[src/sv/p2prm_pkg.sv]
// shared constants and types for the peak-to-peak running median block
`default_nettype none
package p2prm_pkg;

  localparam int WINDOW      = 20;
  localparam int SAMPLE_BITS = 12;
  localparam int AGE_BITS    = $clog2(WINDOW);
  localparam int CNT_BITS    = $clog2(WINDOW + 1);

  typedef logic [SAMPLE_BITS-1:0] value_t;
  typedef logic [AGE_BITS-1:0]    age_t;
  typedef logic [CNT_BITS-1:0]    cnt_t;

  localparam age_t OLDEST_AGE = age_t'(WINDOW - 1);
  localparam cnt_t FULL_COUNT = cnt_t'(WINDOW);

  // entry held by a cell, seen by its left neighbor
  typedef struct packed {
    value_t value;
    age_t   age;
  } entry_t;

  // chain data handed from a cell to its right neighbor
  typedef struct packed {
    logic   evicted;
    logic   placed;
    value_t value;
    age_t   age;
  } link_t;

  // per-cell control from the top level
  typedef struct packed {
    logic   push;
    logic   occ_old;
    logic   occ_new;
    value_t value;
  } ctrl_t;

endpackage
`default_nettype wire

[src/sv/p2prm_if.sv]
// valid/ready channel interfaces for sample input and result output
`default_nettype none
interface p2prm_in_if;
  logic                       valid;
  logic                       ready;
  logic                       operation;
  p2prm_pkg::value_t          sample;

  modport source (output valid, output operation, output sample, input ready);
  modport sink   (input valid, input operation, input sample, output ready);
endinterface

interface p2prm_out_if;
  logic                       valid;
  logic                       ready;
  p2prm_pkg::value_t          peak_to_peak;
  p2prm_pkg::value_t          median;

  modport source (output valid, output peak_to_peak, output median, input ready);
  modport sink   (input valid, input peak_to_peak, input median, output ready);
endinterface
`default_nettype wire

[src/sv/peak_to_peak_running_median_top.sv]
// top level of the peak-to-peak running median block
// in_ch_i carries beats with operation and sample. operation 0 is an ADC
// sample that updates the running max and min; operation 1 ends a window.
// a window end forms max minus min, clears the trackers and, if that value
// is non-zero, inserts it into a chain of WINDOW sorted cells, evicting
// the oldest entry when full. out_ch_o then carries one beat with the
// inserted peak-to-peak value and the lower median of the held values.
// sample beats and window ends with a zero value leave the input ready.
// a window end that inserts updates the cell chain when the beat is taken;
// the median is then read from the cells into the output register in the
// read state, which waits while a pending result is not yet taken.
// the output register decouples the sides: while a result waits, sample
// beats are still taken; a second inserting window end waits in the read
// state until the receiver takes the pending result.
// reset clears the trackers, the fill count and the output valid; cell
// contents are not cleared and are only read below the fill count.
`default_nettype none
module peak_to_peak_running_median_top (
  input  wire logic          clk_i,
  input  wire logic          rst_ni,
  p2prm_in_if.sink           in_ch_i,
  p2prm_out_if.source        out_ch_o
);

  localparam logic ST_IDLE = 1'b0;
  localparam logic ST_READ = 1'b1;

  logic                    state_q, state_d;
  p2prm_pkg::cnt_t         fill_q, fill_d;
  p2prm_pkg::cnt_t         keep_count;
  p2prm_pkg::value_t       p2p;
  p2prm_pkg::value_t       p2p_q, p2p_d;
  p2prm_pkg::value_t       peak_q, peak_d;
  p2prm_pkg::value_t       median_q, median_d;
  p2prm_pkg::value_t       median_sel;
  p2prm_pkg::cnt_t         median_idx;
  logic                    out_valid_q, out_valid_d;
  logic                    accept;
  logic                    push;
  logic                    load;

  p2prm_pkg::ctrl_t        ctrl  [p2prm_pkg::WINDOW];
  p2prm_pkg::link_t        link  [p2prm_pkg::WINDOW+1];
  p2prm_pkg::entry_t       entry [p2prm_pkg::WINDOW+1];

  assign in_ch_i.ready = (state_q == ST_IDLE);
  assign accept        = in_ch_i.valid && in_ch_i.ready;
  assign push          = accept && in_ch_i.operation && (p2p != '0);

  p2prm_range u_range (
    .clk_i       (clk_i),
    .rst_ni      (rst_ni),
    .sample_en_i (accept && !in_ch_i.operation),
    .sample_i    (in_ch_i.sample),
    .clear_i     (accept && in_ch_i.operation),
    .p2p_o       (p2p)
  );

  assign keep_count = (fill_q == p2prm_pkg::FULL_COUNT) ?
                      (fill_q - p2prm_pkg::cnt_t'(1)) : fill_q;

  always_comb begin
    for (int i = 0; i < p2prm_pkg::WINDOW; i++) begin
      ctrl[i].push    = push;
      ctrl[i].occ_old = p2prm_pkg::cnt_t'(i) < fill_q;
      ctrl[i].occ_new = p2prm_pkg::cnt_t'(i) < keep_count;
      ctrl[i].value   = p2p;
    end
  end

  assign link[0]                   = '0;
  assign entry[p2prm_pkg::WINDOW]  = '0;

  for (genvar g = 0; g < p2prm_pkg::WINDOW; g++) begin : g_cell
    p2prm_cell u_cell (
      .clk_i   (clk_i),
      .ctrl_i  (ctrl[g]),
      .left_i  (link[g]),
      .right_i (entry[g+1]),
      .link_o  (link[g+1]),
      .entry_o (entry[g])
    );
  end

  // lower median sits at index fill/2 from the largest
  assign median_idx = fill_q >> 1;

  always_comb begin
    median_sel = '0;
    for (int i = 0; i < p2prm_pkg::WINDOW; i++) begin
      if (median_idx == p2prm_pkg::cnt_t'(i)) median_sel = entry[i].value;
    end
  end

  assign load = (state_q == ST_READ) && (!out_valid_q || out_ch_o.ready);

  always_comb begin
    state_d     = state_q;
    fill_d      = fill_q;
    p2p_d       = p2p_q;
    peak_d      = peak_q;
    median_d    = median_q;
    out_valid_d = out_valid_q;
    if (out_valid_q && out_ch_o.ready) out_valid_d = 1'b0;
    case (state_q)
      ST_IDLE: begin
        if (push) begin
          p2p_d   = p2p;
          fill_d  = keep_count + p2prm_pkg::cnt_t'(1);
          state_d = ST_READ;
        end
      end
      ST_READ: begin
        if (load) begin
          peak_d      = p2p_q;
          median_d    = median_sel;
          out_valid_d = 1'b1;
          state_d     = ST_IDLE;
        end
      end
      default: state_d = ST_IDLE;
    endcase
  end

  always_ff @(posedge clk_i or negedge rst_ni) begin
    if (!rst_ni) begin
      state_q     <= ST_IDLE;
      fill_q      <= '0;
      out_valid_q <= 1'b0;
    end else begin
      state_q     <= state_d;
      fill_q      <= fill_d;
      out_valid_q <= out_valid_d;
    end
  end

  always_ff @(posedge clk_i) begin
    p2p_q    <= p2p_d;
    peak_q   <= peak_d;
    median_q <= median_d;
  end

  assign out_ch_o.valid        = out_valid_q;
  assign out_ch_o.peak_to_peak = peak_q;
  assign out_ch_o.median       = median_q;

  a_fill_bound : assert property (@(posedge clk_i) disable iff (!rst_ni)
    fill_q <= p2prm_pkg::FULL_COUNT)
    else $error("fill count above window");

  a_push_fills : assert property (@(posedge clk_i) disable iff (!rst_ni)
    push |=> (fill_q != '0) && (state_q == ST_READ))
    else $error("insert did not update fill count or state");

  a_result_from_read : assert property (@(posedge clk_i) disable iff (!rst_ni)
    $rose(out_valid_q) |-> $past(state_q == ST_READ))
    else $error("result raised outside read cycle");

  a_result_nonzero : assert property (@(posedge clk_i) disable iff (!rst_ni)
    out_valid_q |-> (peak_q != '0) && (median_q != '0))
    else $error("result carries a zero value");

  for (genvar g = 0; g + 1 < p2prm_pkg::WINDOW; g++) begin : g_sorted_chk
    a_sorted : assert property (@(posedge clk_i) disable iff (!rst_ni)
      (p2prm_pkg::cnt_t'(g + 1) < fill_q) |-> (entry[g].value >= entry[g+1].value))
      else $error("cell chain out of order");
  end

endmodule
`default_nettype wire

[src/sv/p2prm_range.sv]
// running maximum and minimum tracker with peak-to-peak output
`default_nettype none
module p2prm_range (
  input  wire logic              clk_i,
  input  wire logic              rst_ni,
  input  wire logic              sample_en_i,
  input  wire p2prm_pkg::value_t sample_i,
  input  wire logic              clear_i,
  output p2prm_pkg::value_t      p2p_o
);

  p2prm_pkg::value_t max_q, max_d;
  p2prm_pkg::value_t min_q, min_d;

  always_comb begin
    max_d = max_q;
    min_d = min_q;
    if (clear_i) begin
      max_d = '0;
      min_d = '1;
    end else if (sample_en_i) begin
      if (sample_i > max_q) max_d = sample_i;
      if (sample_i < min_q) min_d = sample_i;
    end
  end

  always_ff @(posedge clk_i or negedge rst_ni) begin
    if (!rst_ni) begin
      max_q <= '0;
      min_q <= '1;
    end else begin
      max_q <= max_d;
      min_q <= min_d;
    end
  end

  assign p2p_o = (max_q > min_q) ? (max_q - min_q) : '0;

endmodule
`default_nettype wire

[src/sv/p2prm_cell.sv]
// one cell of the sorted window chain: evicts, shifts and inserts
`default_nettype none
module p2prm_cell (
  input  wire logic               clk_i,
  input  wire p2prm_pkg::ctrl_t   ctrl_i,
  input  wire p2prm_pkg::link_t   left_i,
  input  wire p2prm_pkg::entry_t  right_i,
  output p2prm_pkg::link_t        link_o,
  output p2prm_pkg::entry_t       entry_o
);

  p2prm_pkg::value_t value_q, value_d;
  p2prm_pkg::age_t   age_q, age_d;

  logic              evict;
  logic              evicted;
  logic              placed;
  p2prm_pkg::value_t c_value;
  p2prm_pkg::age_t   c_age;

  always_comb begin
    evict   = ctrl_i.occ_old && (age_q == p2prm_pkg::OLDEST_AGE);
    evicted = left_i.evicted || evict;
    // compacted list entry at this position
    c_value = evicted ? right_i.value : value_q;
    c_age   = evicted ? right_i.age : age_q;
    placed  = !ctrl_i.occ_new || (c_value < ctrl_i.value);

    value_d = value_q;
    age_d   = age_q;
    if (ctrl_i.push) begin
      if (!placed) begin
        value_d = c_value;
        age_d   = c_age + p2prm_pkg::age_t'(1);
      end else if (!left_i.placed) begin
        value_d = ctrl_i.value;
        age_d   = '0;
      end else begin
        value_d = left_i.value;
        age_d   = left_i.age + p2prm_pkg::age_t'(1);
      end
    end
  end

  always_ff @(posedge clk_i) begin
    value_q <= value_d;
    age_q   <= age_d;
  end

  assign link_o  = '{evicted: evicted, placed: placed, value: c_value, age: c_age};
  assign entry_o = '{value: value_q, age: age_q};

endmodule
`default_nettype wire
[src/flat_wrapper.sv]
// flat-port wrapper written by rule: the top's interface ports become plain ports
module peak_to_peak_running_median_top_flat 
  (clk_i, rst_ni, in_ch_i_valid, in_ch_i_operation, in_ch_i_sample, in_ch_i_ready, out_ch_o_valid, out_ch_o_peak_to_peak, out_ch_o_median, out_ch_o_ready);
  p2prm_in_if in_ch_i_i ();
  p2prm_out_if out_ch_o_i ();
  input  wire logic clk_i;
  input  wire logic rst_ni;
  input wire logic [$bits(in_ch_i_i.valid)-1:0] in_ch_i_valid;
  input wire logic [$bits(in_ch_i_i.operation)-1:0] in_ch_i_operation;
  input wire logic [$bits(in_ch_i_i.sample)-1:0] in_ch_i_sample;
  output wire logic [$bits(in_ch_i_i.ready)-1:0] in_ch_i_ready;
  output wire logic [$bits(out_ch_o_i.valid)-1:0] out_ch_o_valid;
  output wire logic [$bits(out_ch_o_i.peak_to_peak)-1:0] out_ch_o_peak_to_peak;
  output wire logic [$bits(out_ch_o_i.median)-1:0] out_ch_o_median;
  input wire logic [$bits(out_ch_o_i.ready)-1:0] out_ch_o_ready;
  assign in_ch_i_i.valid = in_ch_i_valid;
  assign in_ch_i_i.operation = in_ch_i_operation;
  assign in_ch_i_i.sample = in_ch_i_sample;
  assign in_ch_i_ready = in_ch_i_i.ready;
  assign out_ch_o_valid = out_ch_o_i.valid;
  assign out_ch_o_peak_to_peak = out_ch_o_i.peak_to_peak;
  assign out_ch_o_median = out_ch_o_i.median;
  assign out_ch_o_i.ready = out_ch_o_ready;
  peak_to_peak_running_median_top u_core (.clk_i(clk_i), .rst_ni(rst_ni), .in_ch_i(in_ch_i_i), .out_ch_o(out_ch_o_i));
endmodule
[config.mk]
export PLATFORM = sky130hd
export DESIGN_NAME = peak_to_peak_running_median_top_flat
export DESIGN_NICKNAME = d
export VERILOG_FILES = /design/src/sv/p2prm_pkg.sv /design/src/sv/p2prm_if.sv /design/src/sv/peak_to_peak_running_median_top.sv /design/src/sv/p2prm_range.sv /design/src/sv/p2prm_cell.sv /design/src/flat_wrapper.sv
export SDC_FILE = /design/constraint.sdc
export NUM_CORES = 1
export LEC_CHECK = 0
export ABC_AREA = 1
export BUFFER_PORTS_ARGS = -buffer_cell sky130_fd_sc_hd__buf_2
export CORE_UTILIZATION = 65
export DETAILED_ROUTE_END_ITERATION = 16
export PLACE_DENSITY = 0.82
export SETUP_SLACK_MARGIN = 0.2
export SLEW_MARGIN = 20
export SYNTH_ARGS = -nofsm -noshare
export SYNTH_HDL_FRONTEND = slang
export SYNTH_SLANG_ARGS = --single-unit
[constraint.sdc]
create_clock -name clk_i -period 31.3 [get_ports clk_i]
set_clock_uncertainty 0.15 [all_clocks]
set_input_delay 6.26 -clock clk_i [delete_from_list [all_inputs] [get_ports clk_i]]
set_output_delay 6.26 -clock clk_i [all_outputs]
set_load 0.05 [all_outputs]
==> metrics.cfg <==
[status]
status=complete, no violations

[synth]
yosysWarnings=0
postSynthCellCount=4364
synth_seq_cells=407
synth_area_um2=32500
synth_cell_type_count=57
ys.flop_type=edfxtp_1
syn_area_per_cell_um2=7.46
synth_edf_count=376
synth_seq_area_share=0.371
async_reset_ff_frac=0.0762
syn_nets=4661

[global_route]
grt-ovfl-total=0
grt_max_degree=148
antenna_found_initial=1
grt_pass1_wl_um=156000
grtUsageTotal=0.392
grt_pass1_vias=29900

[timing]
rsz0062_at_grt=no
finalSetupViolCount=0
tns_ns=0
slew_headroom=0.0601
timing.final.crit_period_ns=9.11
max_freq_ghz=0.110
fin_crit_sh=0.291
hold_viol_final=0
drv_slew=0
tightest_slew_ns=1.37

[setup_path]
crit_cells=6
worstPathArrival_ns=9.18
crit_fanout=126
start_kind=input pin
reg2reg_from=u_core.fill_q[4]$_DFFE_PN0P_
end_kind=flop
reg2reg_to=u_core.g_cell[17].u_cell.value_q[1]$_DFFE_PP_
slowest_delay_ns=0.96
rrSetupSlack_ns=22.59
cp_num_buf_inv=3
crit_chain=buf_2, nand2_1, nor2_1, nand2_1, inv_8, buf_4
critPathRequiredTime_ns=31.37
path_class=in -> reg
crit_end=u_core.g_cell[14].u_cell.value_q[4]$_DFFE_PP_
r2r_cells=26
crit_slowest_cell=buf_4
path_common_cell=nand2_1
crit_start=in_ch_i_valid
critical_path.top_delay_family=buffers and inverters

[layout]
layout_commonest_cell=nand2_1
antenna_cells=0
drive_above_1_share=0.0592
final_cell_mix=1046 x nand2_1, 598 x o21ai_0, 587 x inv_1
area_delta_synth_final_pct=6.11
fill_cells=4029
regArea_um2=12100
nNetsFinal=4582
multi_input_area_um2=17300

[routing]
via_per_inst=6.28
drtAntennaViolNets=0
routedWlPerCell_um=20.0
firstDrtPassIters=7
routed_wl_um=99600
num_vias=31300
drc_errors=0
drt_iter0_drc=4034

[clock_tree]
cts_buffers=47
clock_tree.root_cell=clkbuf_16
path_clk_slew_ns=0.06
clk_latency_ns=0.61
cts_resized=0
ctsHtreeMaxLevel=2
postCtsHoldBufs=0
cts_tree=built
clock-sinks=407
cts_post_setup_buffers_inserted=0
ctsLongestPathBuffers=3

[run]
drv_cap=0

[die]
die-area_um2=51000
placementRows=81
die_h_um=226
start_util=0.662
io-pin-count=43
core_um2=49200
die_w_um=226

[min_path]
min_from=u_core.p2p_q[7]$_DFFE_PP_
whs_path_depth=0
hold_path_class=reg -> reg

[placement]
portBuffers=42
place_congestion=0.958
dp.final_hpwl_um=68400

-- per-stage QoR --
stage          area, um^2  setup slack, ns  utilization  hold slack, ns  std cells
2_1_floorplan       32500            15.58            -           0.250       4364
3_3_place_gp        33100            21.61        0.673           0.252       4900
3_5_place_dp        33100            21.55        0.673           0.256       4900
4_1_cts             34500            22.13        0.702           0.269       4988
5_1_grt             34500            21.89        0.702           0.274       4988
6_report            34500            22.19        0.702           0.270       4988
-- Yosys cell counts, types with 2 or more instances --
| cell | n | area share |
|---|---|---|
| nand2_1 | 1046 | 0.12 |
| o21ai_0 | 598 | 0.092 |
| inv_1 | 587 | 0.068 |
| edfxtp_1 | 376 | 0.35 |
| nand3_1 | 336 | 0.052 |
| ha_1 | 279 | 0.11 |
| nor2_1 | 262 | 0.030 |
| clkbuf_1 | 154 | 0.018 |
| a21oi_1 | 146 | 0.022 |
| o22ai_1 | 56 | 0.011 |
| o21ai_1 | 50 | 0.0077 |
| o211ai_1 | 49 | 0.011 |
| buf_2 | 44 | 0.0068 |
| xor2_1 | 44 | 0.012 |
| nand4_1 | 35 | 0.0067 |
| nor3_1 | 32 | 0.0049 |
| or2_2 | 28 | 0.0054 |
| xnor2_1 | 22 | 0.0059 |
| a211oi_1 | 19 | 0.0044 |
| dfrtp_1 | 19 | 0.015 |
| nand3b_1 | 19 | 0.0044 |
| o221ai_1 | 14 | 0.0038 |
| buf_4 | 12 | 0.0028 |
| dfstp_2 | 12 | 0.0097 |
| o221a_2 | 12 | 0.0042 |
| nor4_1 | 11 | 0.0021 |
| inv_2 | 10 | 0.0012 |
| a2111oi_0 | 9 | 0.0024 |
| buf_1 | 9 | 0.0010 |
| nor2_4 | 9 | 0.0031 |
| a31oi_1 | 6 | 0.0012 |
| nand2_2 | 6 | 0.0012 |
| nand4_4 | 6 | 0.0039 |
| o2111ai_1 | 6 | 0.0016 |
| clkinv_1 | 4 | 0.00046 |
| mux2_2 | 4 | 0.0014 |
| o21bai_1 | 4 | 0.00092 |
| a21boi_0 | 3 | 0.00069 |
| a21o_1 | 3 | 0.00069 |
| and2_1 | 2 | 0.00038 |
| mux2i_1 | 2 | 0.00062 |
| nand2_4 | 2 | 0.00069 |
| nor2_2 | 2 | 0.00038 |
| o21a_1 | 2 | 0.00046 |
-- flip-flops by register name, summed over array words and instances (netlist names) --
name,cells
u_core.u_range.max_q,12
u_core.g_cell.u_cell.value_q,240
u_core.out_ch_o.median,12
u_core.out_ch_o.peak_to_peak,12
u_core.p2p_q,12
u_core.g_cell.u_cell.age_q,100
u_core.out_ch_o.valid,1
u_core.u_range.min_q,12
u_core.state_q,1
u_core.fill_q,5
-- cells by family after synthesis --
| group | after synthesis | synth area share |
|---|---|---|
| compound gates | 983 | 0.166 |
| xor+xnor | 66 | 0.0178 |
| fa+ha+maj | 280 | 0.108 |
| buf+inv | 820 | 0.0977 |
| flops | 407 | 0.371 |
| mux | 6 | 0.00200 |
| simple gates | 1802 | 0.237 |
-- worst register-to-register path, stage by stage, from the launching register on --
cell,delay [ns]
dfrtp_1,0.49
nor2_4,0.14
buf_4,0.32
nand3_1,0.24
nand2_2,0.53
nand4_4,0.14
buf_4,0.28
nor2_4,0.60
nand4_4,0.52
nor2_4,0.36
nand4_4,0.45
nor2_4,0.33
nand4_4,0.43
nor2_4,0.36
nand2_1,0.53
o21ai_0,0.57
ha_1,0.31
nand2_1,0.07
inv_1,0.06
nand3_1,0.06
a31oi_1,0.07
a2111oi_0,0.37
nand2_2,0.29
nand2_4,0.40
inv_2,0.24
nand2_1,0.11
nand2_1,0.06
-- per-layer routing --
layer / up-vias / share of wire / GRT usage / routed length, um
met1: 14400 / 0.37 / 0.474 / 36400
met5: - / 0 / 0 / 0
met2: 1865 / 0.47 / 0.655 / 46500
li1: 14600 / - / - / -
met3: 443 / 0.11 / 0.0751 / 10600
met4: 0 / 0.062 / 0.225 / 6190
-- how the worst min path moves through the flow --
stage | end | slack [ns]
after floorplan | u_core.out_ch_o.peak_to_peak[0]$_DFFE_PP_ | 0.25
after global placement | u_core.out_ch_o.peak_to_peak[7]$_DFFE_PP_ | 0.25
after detailed placement | u_core.out_ch_o.peak_to_peak[7]$_DFFE_PP_ | 0.26
after CTS | u_core.out_ch_o.peak_to_peak[9]$_DFFE_PP_ | 0.27
after global routing | u_core.out_ch_o.peak_to_peak[8]$_DFFE_PP_ | 0.27
final | u_core.out_ch_o.peak_to_peak[7]$_DFFE_PP_ | 0.27
-- final cells by class --
cell class / count / share of cell area
multi-input combinational: 3137 / 0.501
sequential: 407 / 0.350
inverter: 601 / 0.0656
clock buffer: 64 / 0.0371
tap: 664 / 0.0241
timing repair buffer: 91 / 0.0171
clock inverter: 24 / 0.00504
Power is left out: the tool's default activity adds up to more than one toggle a clock period on the data nets, which glitch-free logic cannot reach.
